[src/sv/sti_pkg.sv]
// shared types, character codes and helper functions for the string to integer parser
package sti_pkg;

	localparam int RADIX_BITS = 6;
	localparam int DIGIT_BITS = 6;

	typedef logic [RADIX_BITS-1:0] radix_t;
	typedef logic [DIGIT_BITS-1:0] digit_val_t;

	typedef enum logic [2:0] {
		PH_SKIP,
		PH_START,
		PH_ZERO,
		PH_XPEND,
		PH_DIGITS,
		PH_DONE
	} phase_t;

	typedef enum logic {
		CFG_RADIX       = 1'b0,
		CFG_SIGNED_MODE = 1'b1
	} cfg_idx_t;

	localparam logic [7:0] CH_MINUS = 8'h2d;
	localparam logic [7:0] CH_PLUS  = 8'h2b;
	localparam logic [7:0] CH_LX    = 8'h78;
	localparam logic [7:0] CH_UX    = 8'h58;
	localparam logic [7:0] CH_0     = 8'h30;
	localparam logic [7:0] CH_9     = 8'h39;
	localparam logic [7:0] CH_LA    = 8'h61;
	localparam logic [7:0] CH_LZ    = 8'h7a;
	localparam logic [7:0] CH_UA    = 8'h41;
	localparam logic [7:0] CH_UZ    = 8'h5a;
	localparam logic [7:0] CH_SPACE = 8'h20;
	localparam logic [7:0] CH_TAB   = 8'h09;
	localparam logic [7:0] CH_LF    = 8'h0a;
	localparam logic [7:0] CH_VT    = 8'h0b;
	localparam logic [7:0] CH_FF    = 8'h0c;
	localparam logic [7:0] CH_CR    = 8'h0d;
	localparam logic [7:0] LETTER_BASE = 8'h0a;

	localparam radix_t BASE_AUTO = 6'd0;
	localparam radix_t BASE_OCT  = 6'd8;
	localparam radix_t BASE_DEC  = 6'd10;
	localparam radix_t BASE_HEX  = 6'd16;

	localparam radix_t RADIX_RESET       = BASE_DEC;
	localparam logic   SIGNED_MODE_RESET = 1'b1;

	typedef struct packed {
		phase_t phase;
		logic   negative;
		logic   overflowed;
		logic   any_digit;
		radix_t eff_base;
	} parse_ctl_t;

	typedef struct packed {
		logic       ok;
		digit_val_t val;
	} digit_t;

	localparam parse_ctl_t CTL_CLEAR = '{
		phase:      PH_SKIP,
		negative:   1'b0,
		overflowed: 1'b0,
		any_digit:  1'b0,
		eff_base:   BASE_AUTO
	};

	function automatic logic is_white(logic [7:0] c);
		return c == CH_SPACE || c == CH_TAB || c == CH_LF || c == CH_VT ||
			c == CH_FF || c == CH_CR;
	endfunction

	function automatic digit_t digit_of(logic [7:0] c);
		digit_t d;
		d.ok  = 1'b0;
		d.val = '0;
		if (c >= CH_0 && c <= CH_9) begin
			d.ok  = 1'b1;
			d.val = DIGIT_BITS'(c - CH_0);
		end else if (c >= CH_LA && c <= CH_LZ) begin
			d.ok  = 1'b1;
			d.val = DIGIT_BITS'(c - CH_LA + LETTER_BASE);
		end else if (c >= CH_UA && c <= CH_UZ) begin
			d.ok  = 1'b1;
			d.val = DIGIT_BITS'(c - CH_UA + LETTER_BASE);
		end
		return d;
	endfunction

endpackage

[src/sv/sti_if.sv]
// valid/ready channel interfaces for the character stream and the result stream
interface sti_in_if;
	logic       valid;
	logic       ready;
	logic [7:0] ch;
	logic       first;

	modport source (output valid, output ch, output first, input ready);
	modport sink (input valid, input ch, input first, output ready);
endinterface

interface sti_out_if #(
	parameter int WORD_BITS   = 32,
	parameter int OFFSET_BITS = 16
);
	logic                   valid;
	logic                   ready;
	logic [WORD_BITS-1:0]   value;
	logic                   range_error;
	logic [OFFSET_BITS-1:0] end_offset;

	modport source (output valid, output value, output range_error, output end_offset,
		input ready);
	modport sink (input valid, input value, input range_error, input end_offset,
		output ready);
endinterface

[src/sv/sti_step.sv]
// per-character parse step: phase walk, digit accumulate with overflow test, result build
module sti_step
	import sti_pkg::*;
#(
	parameter int WORD_BITS   = 32,
	parameter int OFFSET_BITS = 16
) (
	input  logic [7:0]             ch,
	input  logic                   first,
	input  radix_t                 radix,
	input  logic                   signed_mode,
	input  parse_ctl_t             ctl_q,
	input  logic [WORD_BITS-1:0]   accum_q,
	input  logic [OFFSET_BITS-1:0] position_q,
	output parse_ctl_t             ctl_d,
	output logic [WORD_BITS-1:0]   accum_d,
	output logic [OFFSET_BITS-1:0] position_d,
	output logic                   emit,
	output logic [WORD_BITS-1:0]   res_value,
	output logic                   res_range_error,
	output logic [OFFSET_BITS-1:0] res_end_offset
);

	localparam int PROD_BITS = WORD_BITS + RADIX_BITS;
	localparam logic [WORD_BITS-1:0] MIN_MAG = {1'b1, {(WORD_BITS-1){1'b0}}};
	localparam logic [WORD_BITS-1:0] MAX_POS = {1'b0, {(WORD_BITS-1){1'b1}}};

	parse_ctl_t             ctl_cur;
	logic [WORD_BITS-1:0]   accum_cur;
	logic [OFFSET_BITS-1:0] position_cur;
	digit_t                 dig;

	phase_t      ph;
	logic        neg;
	logic        anyd;
	radix_t      eb;
	logic        add_dig;
	logic [1:0]  adv;
	logic        stop;

	logic [PROD_BITS-1:0]   prod;
	logic                   prod_ovf;
	logic [OFFSET_BITS:0]   pos_sum;
	logic                   ovf_res;

	// a first character restarts the parse from the cleared state
	assign ctl_cur      = first ? CTL_CLEAR : ctl_q;
	assign accum_cur    = first ? '0 : accum_q;
	assign position_cur = first ? '0 : position_q;
	assign dig          = digit_of(ch);

	// phase walk, falling through phases in one step as needed
	always_comb begin
		ph      = ctl_cur.phase;
		neg     = ctl_cur.negative;
		anyd    = ctl_cur.any_digit;
		eb      = ctl_cur.eff_base;
		add_dig = 1'b0;
		adv     = 2'd0;
		emit    = 1'b0;
		stop    = 1'b0;

		if (ph == PH_SKIP) begin
			if (is_white(ch)) begin
				adv  = 2'd1;
				stop = 1'b1;
			end else begin
				ph = PH_START;
				if (ch == CH_MINUS || ch == CH_PLUS) begin
					neg  = (ch == CH_MINUS);
					adv  = 2'd1;
					stop = 1'b1;
				end
			end
		end

		if (!stop && ph == PH_START) begin
			if (radix == BASE_AUTO) begin
				if (ch == CH_0) begin
					eb   = BASE_OCT;
					anyd = 1'b1;
					adv  = 2'd1;
					ph   = PH_ZERO;
					stop = 1'b1;
				end else begin
					eb = BASE_DEC;
				end
			end else begin
				eb = radix;
				if (radix == BASE_HEX && ch == CH_0) begin
					anyd = 1'b1;
					adv  = 2'd1;
					ph   = PH_ZERO;
					stop = 1'b1;
				end
			end
			if (!stop) begin
				ph = PH_DIGITS;
			end
		end

		if (!stop && ph == PH_ZERO) begin
			if (ch == CH_LX || ch == CH_UX) begin
				eb   = BASE_HEX;
				ph   = PH_XPEND;
				stop = 1'b1;
			end else begin
				ph = PH_DIGITS;
			end
		end

		// the x is only counted once a hex digit follows it
		if (!stop && ph == PH_XPEND) begin
			if (!dig.ok || dig.val >= DIGIT_BITS'(BASE_HEX)) begin
				emit = 1'b1;
				ph   = PH_DONE;
				stop = 1'b1;
			end else begin
				adv = 2'd1;
				ph  = PH_DIGITS;
			end
		end

		if (!stop && ph == PH_DIGITS) begin
			if (!dig.ok || dig.val >= DIGIT_BITS'(eb)) begin
				emit = 1'b1;
				ph   = PH_DONE;
			end else begin
				add_dig = 1'b1;
				anyd    = 1'b1;
				adv     = adv + 2'd1;
			end
		end
	end

	// accumulate, saturating position and result value
	always_comb begin
		prod     = PROD_BITS'(accum_cur) * PROD_BITS'(eb) + PROD_BITS'(dig.val);
		prod_ovf = |prod[PROD_BITS-1:WORD_BITS];

		ctl_d.phase      = ph;
		ctl_d.negative   = neg;
		ctl_d.any_digit  = anyd;
		ctl_d.eff_base   = eb;
		ctl_d.overflowed = ctl_cur.overflowed | (add_dig & prod_ovf);

		accum_d = add_dig ? prod[WORD_BITS-1:0] : accum_cur;

		pos_sum = {1'b0, position_cur} + (OFFSET_BITS+1)'(adv);
		position_d = pos_sum[OFFSET_BITS] ? '1 : pos_sum[OFFSET_BITS-1:0];

		ovf_res = ctl_cur.overflowed;
		if (!ctl_cur.overflowed && signed_mode) begin
			if (ctl_cur.negative) begin
				ovf_res = accum_cur[WORD_BITS-1] & (|accum_cur[WORD_BITS-2:0]);
			end else begin
				ovf_res = accum_cur[WORD_BITS-1];
			end
		end

		if (ovf_res) begin
			if (signed_mode) begin
				res_value = ctl_cur.negative ? MIN_MAG : MAX_POS;
			end else begin
				res_value = '1;
			end
		end else begin
			res_value = ctl_cur.negative ? ('0 - accum_cur) : accum_cur;
		end
		res_range_error = ovf_res;
		res_end_offset  = anyd ? position_cur : '0;
	end

endmodule

[src/sv/sti_out_reg.sv]
// result register with valid/ready handshake toward the sink
module sti_out_reg
	import sti_pkg::*;
#(
	parameter int WORD_BITS   = 32,
	parameter int OFFSET_BITS = 16
) (
	input  logic                   clk,
	input  logic                   arst_n,
	input  logic                   load,
	input  logic [WORD_BITS-1:0]   ld_value,
	input  logic                   ld_range_error,
	input  logic [OFFSET_BITS-1:0] ld_end_offset,
	output logic                   slot_free,
	sti_out_if.source              results
);

	logic                   valid_q;
	logic [WORD_BITS-1:0]   value_q;
	logic                   range_error_q;
	logic [OFFSET_BITS-1:0] end_offset_q;

	assign slot_free = !valid_q || results.ready;

	always_ff @(posedge clk or negedge arst_n) begin
		if (!arst_n) begin
			valid_q <= 1'b0;
		end else if (load) begin
			valid_q <= 1'b1;
		end else if (results.ready) begin
			valid_q <= 1'b0;
		end
	end

	always_ff @(posedge clk) begin
		if (load) begin
			value_q       <= ld_value;
			range_error_q <= ld_range_error;
			end_offset_q  <= ld_end_offset;
		end
	end

	assign results.valid       = valid_q;
	assign results.value       = value_q;
	assign results.range_error = range_error_q;
	assign results.end_offset  = end_offset_q;

endmodule

[src/sv/string_to_integer_parser.sv]
// top level: input register, parse state, one-step parse logic and result register
// flow: an accepted character is held in the input register; when it moves on, its result is
// loaded into the result register; the step is bounded by the base multiply and add
// throughput: one character per cycle, unless a result finds the result register full
// reset: parse state cleared to whitespace skipping, radix 10, signed mode on, no result held
module string_to_integer_parser
	import sti_pkg::*;
#(
	parameter int WORD_BITS   = 32,
	parameter int OFFSET_BITS = 16
) (
	input  logic                  clk,
	input  logic                  arst_n,
	sti_in_if.sink                chars,
	sti_out_if.source             results,
	input  logic                  cfg_we,
	input  logic                  cfg_idx,
	input  logic [RADIX_BITS-1:0] cfg_data
);

	logic       valid_s1;
	logic [7:0] ch_s1;
	logic       first_s1;

	radix_t radix_q;
	logic   signed_mode_q;

	parse_ctl_t             ctl_q;
	logic [WORD_BITS-1:0]   accum_q;
	logic [OFFSET_BITS-1:0] position_q;

	parse_ctl_t             ctl_d;
	logic [WORD_BITS-1:0]   accum_d;
	logic [OFFSET_BITS-1:0] position_d;
	logic                   emit;
	logic [WORD_BITS-1:0]   res_value;
	logic                   res_range_error;
	logic [OFFSET_BITS-1:0] res_end_offset;

	logic slot_free;
	logic s1_go;
	logic in_take;

	// the staged character moves on unless its result finds the output full
	assign s1_go        = valid_s1 && (!emit || slot_free);
	assign chars.ready  = !valid_s1 || s1_go;
	assign in_take      = chars.valid && chars.ready;

	always_ff @(posedge clk or negedge arst_n) begin
		if (!arst_n) begin
			radix_q       <= RADIX_RESET;
			signed_mode_q <= SIGNED_MODE_RESET;
		end else if (cfg_we) begin
			case (cfg_idx_t'(cfg_idx))
				CFG_RADIX:       radix_q <= cfg_data;
				CFG_SIGNED_MODE: signed_mode_q <= cfg_data[0];
				default:         ;
			endcase
		end
	end

	always_ff @(posedge clk or negedge arst_n) begin
		if (!arst_n) begin
			valid_s1 <= 1'b0;
		end else if (in_take) begin
			valid_s1 <= 1'b1;
		end else if (s1_go) begin
			valid_s1 <= 1'b0;
		end
	end

	always_ff @(posedge clk) begin
		if (in_take) begin
			ch_s1    <= chars.ch;
			first_s1 <= chars.first;
		end
	end

	always_ff @(posedge clk or negedge arst_n) begin
		if (!arst_n) begin
			ctl_q      <= CTL_CLEAR;
			accum_q    <= '0;
			position_q <= '0;
		end else if (s1_go) begin
			ctl_q      <= ctl_d;
			accum_q    <= accum_d;
			position_q <= position_d;
		end
	end

	sti_step #(
		.WORD_BITS  (WORD_BITS),
		.OFFSET_BITS(OFFSET_BITS)
	) u_step (
		.ch             (ch_s1),
		.first          (first_s1),
		.radix          (radix_q),
		.signed_mode    (signed_mode_q),
		.ctl_q          (ctl_q),
		.accum_q        (accum_q),
		.position_q     (position_q),
		.ctl_d          (ctl_d),
		.accum_d        (accum_d),
		.position_d     (position_d),
		.emit           (emit),
		.res_value      (res_value),
		.res_range_error(res_range_error),
		.res_end_offset (res_end_offset)
	);

	sti_out_reg #(
		.WORD_BITS  (WORD_BITS),
		.OFFSET_BITS(OFFSET_BITS)
	) u_out_reg (
		.clk           (clk),
		.arst_n        (arst_n),
		.load          (s1_go && emit),
		.ld_value      (res_value),
		.ld_range_error(res_range_error),
		.ld_end_offset (res_end_offset),
		.slot_free     (slot_free),
		.results       (results)
	);

endmodule

[src/flat_wrapper.sv]
// flat-port wrapper written by rule: the top's interface ports become plain ports
module string_to_integer_parser_flat import sti_pkg::*;
#(
	parameter int WORD_BITS   = 32,
	parameter int OFFSET_BITS = 16
)
  (clk, arst_n, cfg_we, cfg_idx, cfg_data, chars_valid, chars_ch, chars_first, chars_ready, results_valid, results_value, results_range_error, results_end_offset, results_ready);
  sti_in_if chars_i ();
  sti_out_if #(.WORD_BITS(WORD_BITS), .OFFSET_BITS(OFFSET_BITS)) results_i ();
  input  logic clk;
  input  logic arst_n;
  input  logic cfg_we;
  input  logic cfg_idx;
  input  logic [RADIX_BITS-1:0] cfg_data;
  input wire logic [$bits(chars_i.valid)-1:0] chars_valid;
  input wire logic [$bits(chars_i.ch)-1:0] chars_ch;
  input wire logic [$bits(chars_i.first)-1:0] chars_first;
  output wire logic [$bits(chars_i.ready)-1:0] chars_ready;
  output wire logic [$bits(results_i.valid)-1:0] results_valid;
  output wire logic [$bits(results_i.value)-1:0] results_value;
  output wire logic [$bits(results_i.range_error)-1:0] results_range_error;
  output wire logic [$bits(results_i.end_offset)-1:0] results_end_offset;
  input wire logic [$bits(results_i.ready)-1:0] results_ready;
  assign chars_i.valid = chars_valid;
  assign chars_i.ch = chars_ch;
  assign chars_i.first = chars_first;
  assign chars_ready = chars_i.ready;
  assign results_valid = results_i.valid;
  assign results_value = results_i.value;
  assign results_range_error = results_i.range_error;
  assign results_end_offset = results_i.end_offset;
  assign results_i.ready = results_ready;
  string_to_integer_parser #(.WORD_BITS(WORD_BITS), .OFFSET_BITS(OFFSET_BITS)) u_core (.clk(clk), .arst_n(arst_n), .chars(chars_i), .results(results_i), .cfg_we(cfg_we), .cfg_idx(cfg_idx), .cfg_data(cfg_data));
endmodule
[config.mk]
export PLATFORM = sky130hd
export DESIGN_NAME = string_to_integer_parser_flat
export DESIGN_NICKNAME = d
export VERILOG_FILES = /design/src/sv/sti_pkg.sv /design/src/sv/sti_if.sv /design/src/sv/sti_step.sv /design/src/sv/sti_out_reg.sv /design/src/sv/string_to_integer_parser.sv /design/src/flat_wrapper.sv
export SDC_FILE = /design/constraint.sdc
export NUM_CORES = 1
export LEC_CHECK = 0
export BUFFER_PORTS_ARGS = -buffer_cell sky130_fd_sc_hd__buf_2
export CELL_PAD_IN_SITES_DETAIL_PLACEMENT = 1
export CELL_PAD_IN_SITES_GLOBAL_PLACEMENT = 1
export CORE_MARGIN = 8
export CORE_UTILIZATION = 45
export DETAILED_ROUTE_END_ITERATION = 7
export GPL_ROUTABILITY_DRIVEN = 0
export PLACE_DENSITY_LB_ADDON = 0.2
export SYNTH_ARGS = -nofsm -noshare
export SYNTH_HDL_FRONTEND = slang
export SYNTH_SLANG_ARGS = --single-unit
[constraint.sdc]
create_clock -name clk -period 6.8 [get_ports clk]
set_input_delay 0.68 -clock clk [delete_from_list [all_inputs] [get_ports clk]]
set_output_delay 0.68 -clock clk [all_outputs]
set_load 0.02 [all_outputs]
# Yosys cells after proc, flatten, opt, wreduce, memory -nomap -nowiden
# Cells that the tools add are included.
[classes]
addsub = 9
n_mul = 1
n_lt_le_gt_ge = 8
eq_ne = 16
n_mux = 74
bitwise_logic = 4
n_reduce_logical = 41
[op_table]
columns = ["operator", "count"]
rows = [
  ["$mux W32", 6],
  ["$eq A8 B4 Y1 const B", 5],
  ["$add A38 B6 Y38", 1],
  ["$mul A32 B6 Y38", 1],
  ["$mux W1", 37],
  ["$mux W3", 12],
  ["$eq A8 B6 Y1 const B", 4],
  ["$mux W16", 2],
  ["$sub A1 B32 Y32 const A", 1],
  ["$reduce_or A31 Y1", 1],
  ["$mux W6", 4],
  ["$mux W7", 3],
  ["$mux W2", 9],
  ["$add A16 B2 Y17", 1],
  ["$eq A8 B7 Y1 const B", 2],
  ["$ge A8 B7 Y1 const B", 2],
  ["$le A8 B7 Y1 const B", 2],
  ["$add A6 B4 Y6 const B", 2],
  ["$logic_and A1 B1 Y1", 12],
  ["$logic_or A1 B1 Y1", 12],
  ["$mux W12", 1],
  ["$sub A6 B6 Y6 const B", 2],
  ["$logic_not A1 Y1", 9],
  ["$ge A8 B6 Y1 const B", 1],
  ["other kinds (17)", 21],
]
[word_totals]
reg_bits = 127
in_bits = 21
word_cells = 169

# Logic depth before layout (Yosys ltp)
# Gate-level depths: netlist of the first run.
[depth]
depth_word = 28
depth_mapped = 33

# Cells and area by module
# Synthesis of the first run repeated with hierarchy kept, for this count alone.
[unflattened]
hier_cells = 1432
area_unflattened_um2 = 13447.9
[by_module_without_submodules]
columns = ["module", "n_inst", "cells_each", "area_per_inst_um2", "seq_area_each_um2"]
rows = [
  ["sti_step", 1, 1221, 9077.5, 0.0],
  ["string_to_integer_parser", 1, 159, 2851.5, 1975.6],
  ["sti_out_reg", 1, 52, 1519.0, 1496.4],
]

# Worst setup path before layout of the first run
# Ideal clock, no wire load.
[synth_path]
path_type = "register to register"
startpoint = "reg u_core.ch_s1[1]"
endpoint = "reg u_core.ctl_q[7] (netlist name)"
setup_ns = 0.132
t_arrival_ns = 7.154
required_ns = 6.668
setup_slack_ns = -0.486
path_stages_with_launch = 32
n_path_buf = 3
cell_sequence = "edfxtp_1 inv_1 ha_1 nor3b_1 a32oi_1 a21o_1 o21ai_0 clkbuf_1 nor2_1 a31oi_1 or2_2 clkbuf_1 clkbuf_1 nor2_1 fa_1 inv_1 fa_1 inv_1 fa_1 inv_1 fa_1 inv_1 ha_1 a21o_1 a221oi_1 a2bb2oi_1 a31o_2 o21ai_0 a41o_1 o21a_1 a2111oi_0 o31ai_1"
[synth_via]
elab_chain_len = 25
[synth_rtl]
columns = ["element", "line", "source"]
rows = [
  ["start: declaration", "string_to_integer_parser.sv:22", "logic [7:0] ch_s1;"],
  ["start signal: assignment", "string_to_integer_parser.sv:74", "ch_s1 <= chars.ch;"],
  ["branches (longest 25 deep; another with $eq A8 B6 Y1)", "--", ""],
]
# Several ways; the timed one is not identified. The select of a mux whose other input is x is not followed.
# A chain may end at the register's enable or synchronous reset.

# Worst setup path in the final report of the first run
[layout_path]
startpoint = "reg u_core.ch_s1[0]"
endpoint = "reg u_core.ctl_q[7] (netlist name)"
[layout_via]
elab_chain_len = 25
[layout_rtl]
columns = ["element"]
rows = [
  ["branches (longest 25 deep; another with $eq A8 B6 Y1)"],
]
# Several ways; the timed one is not identified. The select of a mux whose other input is x is not followed.

==> results_dict.tcl, run 1 <==
set metrics [dict create \
    status "finished, violations left" \
    violations "setup timing" \
    worstSetupPathType "reg -> reg" \
    die_w_um 184.5 \
    ys_seq_area_share_pct 27.17 \
    fp-row-count 61 \
    cts.clk_slew.worst_paths_ns 0.06 \
    fillers 3204 \
    clockBufferDepth 2 \
    postLayoutCellArea_um2 15330 \
    worstReg2RegStart "u_core.ch_s1[0]" \
    io_pins 72 \
    critPathArrivalTime_ns 7.19 \
    max_freq_ghz 0.1460 \
    totalWireLength_um 39560 \
    cp_data_required_time_ns 7.14 \
    cpMostUsedCell "fa_1" \
    worst_slack_ns -0.04857 \
    synth_edf_count 58 \
    synth_ff_type "dfrtp_1" \
    wire_per_inst_um 20.81 \
    ys_types 73 \
    fin_crit_sh_pct 100.7 \
    critPathMaxStageDelay_ns 0.51 \
    syn_area_um2 12780 \
    cts_buffers 17 \
    diodes 0 \
    rsz0062_at_grt "yes" \
    max-vdd-ir-drop_mv 0.2045 \
    ant_nets 0 \
    syn_to_final_growth_pct 20.00 \
    final_max_slew_viol_count 0 \
    fin_skew_ns 0.01475 \
    drtIter0Drc 735 \
    cts_hold_buf 0 \
    ys_warn_count 0 \
    postPlaceCellArea_um2 14180 \
    h-tree-depth 4 \
    syn_avg_cell_area_um2 9.307 \
    min_period_ns 6.849 \
    antenna_found_initial 0 \
    start_util_pct 45.87 \
    dieArea_um2 34050 \
    route.detailed.drc 0 \
    fin_util_pct 55.05 \
    finalSetupViolCount 1 \
    final_common_cell "nor2_1" \
    hold_path_class "in -> reg" \
    gr-total-overflow 0 \
    final_nets 1758 \
    synth_fp_nets 1621 \
    cts-root-buf "clkbuf_16" \
    synthCells 1373 \
    cap_violations 0 \
    crit_start "u_core.ch_s1[0]" \
    relSlewSlack_pct 38.25 \
    grt_pass1_vias 11670 \
    power_density_nw_per_um2 245.7 \
    clk_latency_ns 0.44 \
    finalHoldViolCount 0 \
    cts_tree "done" \
    vias 10980 \
    port_buffers 71 \
    clock_sinks 127 \
    endpoint_kind "flop" \
    reg2reg_to "u_core.ctl_q[7]" \
    ys_seq_elements 127 \
    vias_per_cell 5.777 \
    p_leak_nw 7.296 \
    crit_path_end "u_core.ctl_q[7]" \
    place_inst 1856 \
    async_flop_share_pct 54.33 \
    coreArea_um2 27860 \
    crit_slowest_cell "fa_1" \
    gr-usage-all-layers_pct 23.07 \
    dr.pass1.iters 5 \
    grt_pass1_wl_um 61870 \
    grt_max_degree 70 \
    die_y_um 184.5 \
    rrSetupSlack_ns -0.05 \
    worstMarginPinSlew_ns 0.9231 \
    cp-start-kind "flop" \
    ff2ff_path_depth 28 \
    layout_common_cells "nor2_1, fa_1, nand2_1" \
    cp_max_fo 21 \
    finalNonFillerCells 1901 \
    hpwl_um 29830 \
    drive_gt1_share_pct 21.73 \
]
-- where the power goes --
group | total (W) | switching (W) | internal (W)
clock | 0.000969 | 0.000360 | 0.000609
sequential | 0.00111 | 0.000128 | 0.000986
combinational | 0.00168 | 0.00105 | 0.000637
total | 0.00377 | 0.00154 | 0.00223
-- worst min path at each step --
stage,from,endpoint,depth (start not counted)
2_1_floorplan,arst_n,u_core.accum_q[0],0
3_3_place_gp,u_core.position_q[1],u_core.position_q[1],1
3_5_place_dp,u_core.position_q[1],u_core.position_q[1],1
4_1_cts,chars_first,u_core.first_s1,1
5_1_grt,chars_ch[5],u_core.ch_s1[5],1
6_report,chars_first,u_core.first_s1,1
-- kinds of logic after synthesis --
family,count (synthesis),synth area share [%]
AOI/OAI and AO/OA,299,16.02
xor gates and xnor gates,60,4.112
buffers and inverters,146,4.582
muxes,11,0.9498
adders and majority gates,227,29.57
and+or+nand+nor,503,17.60
DFF,127,27.17
-- metal layers --
metal,routed length [µm],GRT usage (%),part of all wire [%],vias up
met4,876,7.486,2.2,0
met2,19480,39.47,49,302
met5,0,0,0,-
li1,-,-,-,5021
met1,17420,29.68,44,5594
met3,1784,3.347,4.5,65
-- stage by stage --
step	hold slack, ns	TNS, ns	total power [W]	setup slack (ns)
2_1_floorplan	0.3844	-0.02266	0.002099	-0.02266
3_3_place_gp	0.4624	0	0.002612	0.03897
3_5_place_dp	0.4756	-0.8124	0.002671	-0.3186
4_1_cts	0.3953	0	0.003681	0.001120
5_1_grt	0.4068	-3.199	0.003968	-0.3463
6_report	0.4182	-0.04857	0.003767	-0.04857
-- sequential cells by signal (all words and copies together), names as in the netlist --
signal and count:
u_core.u_out_reg.results.value 32, u_core.accum_q 32, u_core.first_s1 1, u_core.signed_mode_q 1, u_core.radix_q 6, u_core.u_out_reg.results.end_offset 16, u_core.u_out_reg.results.valid 1, u_core.u_out_reg.results.range_error 1
u_core.position_q 16, u_core.ch_s1 8, u_core.ctl_q 12, u_core.valid_s1 1
-- worst max-delay path, delay by kind of cell (launching register included) --
kind	cells	cell delay (ns)
AO/OA/AOI/OAI	11	2.02
adder cells (fa/ha/maj)	6	2.32
buffers and inverters	5	0.67
flip-flops	1	0.46
multiplexers	1	0.15
AND/OR/NAND/NOR	5	1.11
-- final cells by class --
class	count	area [µm²]	share of cell area (%)
Multi-Input combinational cell	1100	9189	59.92
Sequential cell	127	3472	22.64
Timing Repair Buffer	183	1272	8.298
Tap cell	378	473.0	3.084
Clock buffer	21	470.5	3.068
Inverter	81	304.0	1.983
Clock inverter	11	153.9	1.004
-- cell usage after synthesis (7+ instances only) --
cell      number  share of area (%)
clkbuf_1      49                1.4
fa_1         125                 20
nand4_1        7               0.34
a21o_1        26                1.5
nand3_1       23               0.90
a21oi_1       45                1.8
or2_2         17               0.83
or3_1         11               0.54
xnor2_1       25                1.7
o21bai_1       8               0.47
o31ai_1       12               0.71
dfrtp_1       66                 13
inv_1         81                2.4
a22o_1        34                2.3
o21ai_0       92                3.6
edfxtp_1      58                 14
nand2_1      107                3.1
o21a_1         9               0.53
nor2_1       243                7.1
ha_1         102                 10
xor2_1        35                2.4
nor3_1        22               0.86
and3_1        12               0.59
and2_1        15               0.73
a31oi_1       13               0.64
nor2b_1       21                1.0
mux2_2         9               0.79
-- repair_timing --
action,4_1_cts,5_1_grt
resized for setup,23,85
pin swaps,12,49
setup endpoints to repair,18,33
buffers inserted,3,9
gates cloned,0,1
No activity file was read; power rests on OpenSTA's default activity.
==> run 2, diff against run 1 <==
--- a/config.mk
+++ b/config.mk
@@ -5,11 +5,12 @@
 export SDC_FILE = /design/constraint.sdc
 export NUM_CORES = 1
 export LEC_CHECK = 0
+export ABC_AREA = 1
 export BUFFER_PORTS_ARGS = -buffer_cell sky130_fd_sc_hd__buf_2
 export CELL_PAD_IN_SITES_DETAIL_PLACEMENT = 1
 export CELL_PAD_IN_SITES_GLOBAL_PLACEMENT = 1
 export CORE_MARGIN = 8
-export CORE_UTILIZATION = 45
+export CORE_UTILIZATION = 43
 export DETAILED_ROUTE_END_ITERATION = 7
 export GPL_ROUTABILITY_DRIVEN = 0
 export PLACE_DENSITY_LB_ADDON = 0.2
==> results_dict.tcl, run 2 <==
set metrics [dict create \
    wire_per_inst_um 20.19 \
    min_period_ns 6.511 \
    final_max_slew_viol_count 0 \
    async_flop_share_pct 54.33 \
    p_sw_share_pct 49.23 \
    endpoint_kind "flop" \
    ys_seq_area_share_pct 24.25 \
    cp-start-kind "flop" \
    relSlewSlack_pct 28.95 \
    vias 13510 \
    ys_warn_count 0 \
    layout_common_cells "nand2_1, nor2_1, inv_1" \
    dr.pass1.iters 5 \
    vias_per_cell 5.505 \
    synthTopCellsByCount "nand2_1, nor2_1, inv_1" \
    ff2ff_path_depth 31 \
    p_int_w 0.002289 \
    final_nets 2241 \
    cp_max_fo 25 \
    postPlaceCellArea_um2 15270 \
    synth_fp_nets 2163 \
    cp_data_required_time_ns 7.20 \
    syn_area_um2 14320 \
    dieArea_um2 39390 \
    tns_ns 0 \
    totalWireLength_um 49540 \
    hpwl_um 37520 \
    antenna_found_initial 0 \
    grt_pass1_wl_um 79860 \
    cts-root-buf "clkbuf_16" \
    ys_types 52 \
    power_density_nw_per_um2 279.6 \
    gr-total-overflow 0 \
    cts_buffers 17 \
    route.detailed.drc 0 \
    drtIter0Drc 1110 \
    synth_ff_type "dfrtp_1" \
    cts_tree "done" \
    max_freq_ghz 0.1536 \
    postLayoutCellArea_um2 16130 \
    combinationalPowerShare_pct 55.2 \
    hold_slack_ns 0.4000 \
    critPathArrivalTime_ns 6.91 \
    yosysTopAreaCell "fa_1" \
    synth_edf_count 58 \
    clk_latency_ns 0.46 \
    finalSetupViolCount 0 \
    holdPathStages 1 \
    synthCells 1915 \
    rsz0062_at_grt "yes" \
    start_util_pct 43.13 \
    ys_top_cells_by_area "fa_1, nand2_1, edfxtp_1, dfrtp_1, ha_1" \
    drive_gt1_share_pct 13.56 \
    fin_crit_sh_pct 95.75 \
    final_common_cell "nand2_1" \
    syn_to_final_growth_pct 12.62 \
    fillers 4177 \
    syn_avg_cell_area_um2 7.477 \
    cap_violations 0 \
    ys_seq_elements 127 \
    synth.most_common_cell "nand2_1" \
    hold_path_class "in -> reg" \
    clock_sinks 127 \
    worstMarginPinSlew_ns 1.066 \
    coreArea_um2 33200 \
    die_y_um 198.5 \
    finalHoldViolCount 0 \
    die_w_um 198.5 \
    diodes 0 \
    max-vdd-ir-drop_mv 0.1904 \
    io_pins 72 \
    ant_nets 0 \
    worstSetupPathType "reg -> reg" \
    seqPwrFrac_pct 24.8 \
    fin_skew_ns 0.02088 \
    gr-usage-all-layers_pct 25.96 \
    h-tree-depth 4 \
    cts.clk_slew.worst_paths_ns 0.08 \
    clockPowerShare_pct 19.9 \
    critPathMaxStageDelay_ns 0.58 \
    netlist.area_leader.share_pct 17.48 \
    grt_pass1_vias 14330 \
    clockBufferDepth 2 \
    p_leak_nw 8.707 \
    power.switching_w 0.002220 \
    fp-row-count 67 \
    grt_max_degree 70 \
    cpMostUsedCell "nand2_1" \
    status "finished, final reports clean" \
    crit_slowest_cell "fa_1" \
    port_buffers 71 \
]
## run 2: critical path, delay by kind of cell, from the launching register on
kind	cells	cell delay, ns
AO/OA/AOI/OAI	4	0.77
XOR/XNOR	1	0.17
adder cells (fa/ha/maj)	6	2.43
AND/OR/NAND/NOR	14	1.79
flip-flops	1	0.46
buffers and inverters	6	0.83
## run 2: layout make-up
type                            count  area, µm²  area share (%)
Inverter                          205      769.5           4.772
Sequential cell                   127       3473           21.54
Timing Repair Buffer              127      857.1           5.315
Multi-Input combinational cell   1515       9903           61.41
Tap cell                          448      560.5           3.476
Clock inverter                     15      136.4          0.8457
Clock buffer                       17      425.4           2.638
## run 2: metal layers
metal / wire length, µm / GRT usage [%] / up-vias / share of wire [%]
met1: 22620 / 36.37 / 6705 / 46
met2: 22640 / 41.27 / 434 / 46
met4: 1058 / 7.357 / 0 / 2.1
li1: - / - / 6298 / -
met5: 0 / 0 / - / 0
met3: 3219 / 3.925 / 73 / 6.5
## run 2: path summary, 6_finish.rpt
check	from	end	slack, ns
max	u_core.ch_s1[1]	u_core.accum_q[24]	0.29
min	chars_ch[6]	u_core.ch_s1[6]	0.40
max reg2reg	u_core.ch_s1[1]	u_core.accum_q[24]	0.29
min reg2reg	u_core.position_q[1]	u_core.position_q[1]	0.47
max in group asynchronous	arst_n	u_core.valid_s1	5.64
min in group asynchronous	arst_n	u_core.position_q[14]	0.41
## run 2: timing repair
item	4_1_cts	5_1_grt
setup endpoints to repair	8	39
resized for setup	3	55
hold buffers	0	0
setup buffers	0	12
pin swaps	0	7
## run 2: cell families after synthesis
logic type,share of synthesized area [%]
adders and majority gates,26.39
DFF,24.25
xor gates and xnor gates,2.508
AOI/OAI and AO/OA,8.004
muxes,0.3932
and+or+nand+nor,30.49
buffers and inverters,7.969
## run 2: through the flow
stage,cells,total power (W),utilization (%),setup slack [ns]
floorplan,1915,0.002763,-,0.4983
CTS,2442,0.004481,47.73,0.02878
global route,2454,0.004830,48.58,-0.1090
finish,2454,0.004509,48.58,0.2891
global placement,2410,0.003482,46.01,0.1183
detailed placement,2410,0.003551,46.01,-0.1010
## run 2: power by group through the flow
stage | clock (W) | sequential (W) | combinational, W
2_1_floorplan | 0 | 0.00122 | 0.00154
6_report | 0.000899 | 0.00112 | 0.00249
5_1_grt | 0.000943 | 0.00114 | 0.00274
4_1_cts | 0.000913 | 0.00112 | 0.00245
3_3_place_gp | 0 | 0.00112 | 0.00236
3_5_place_dp | 0 | 0.00113 | 0.00242
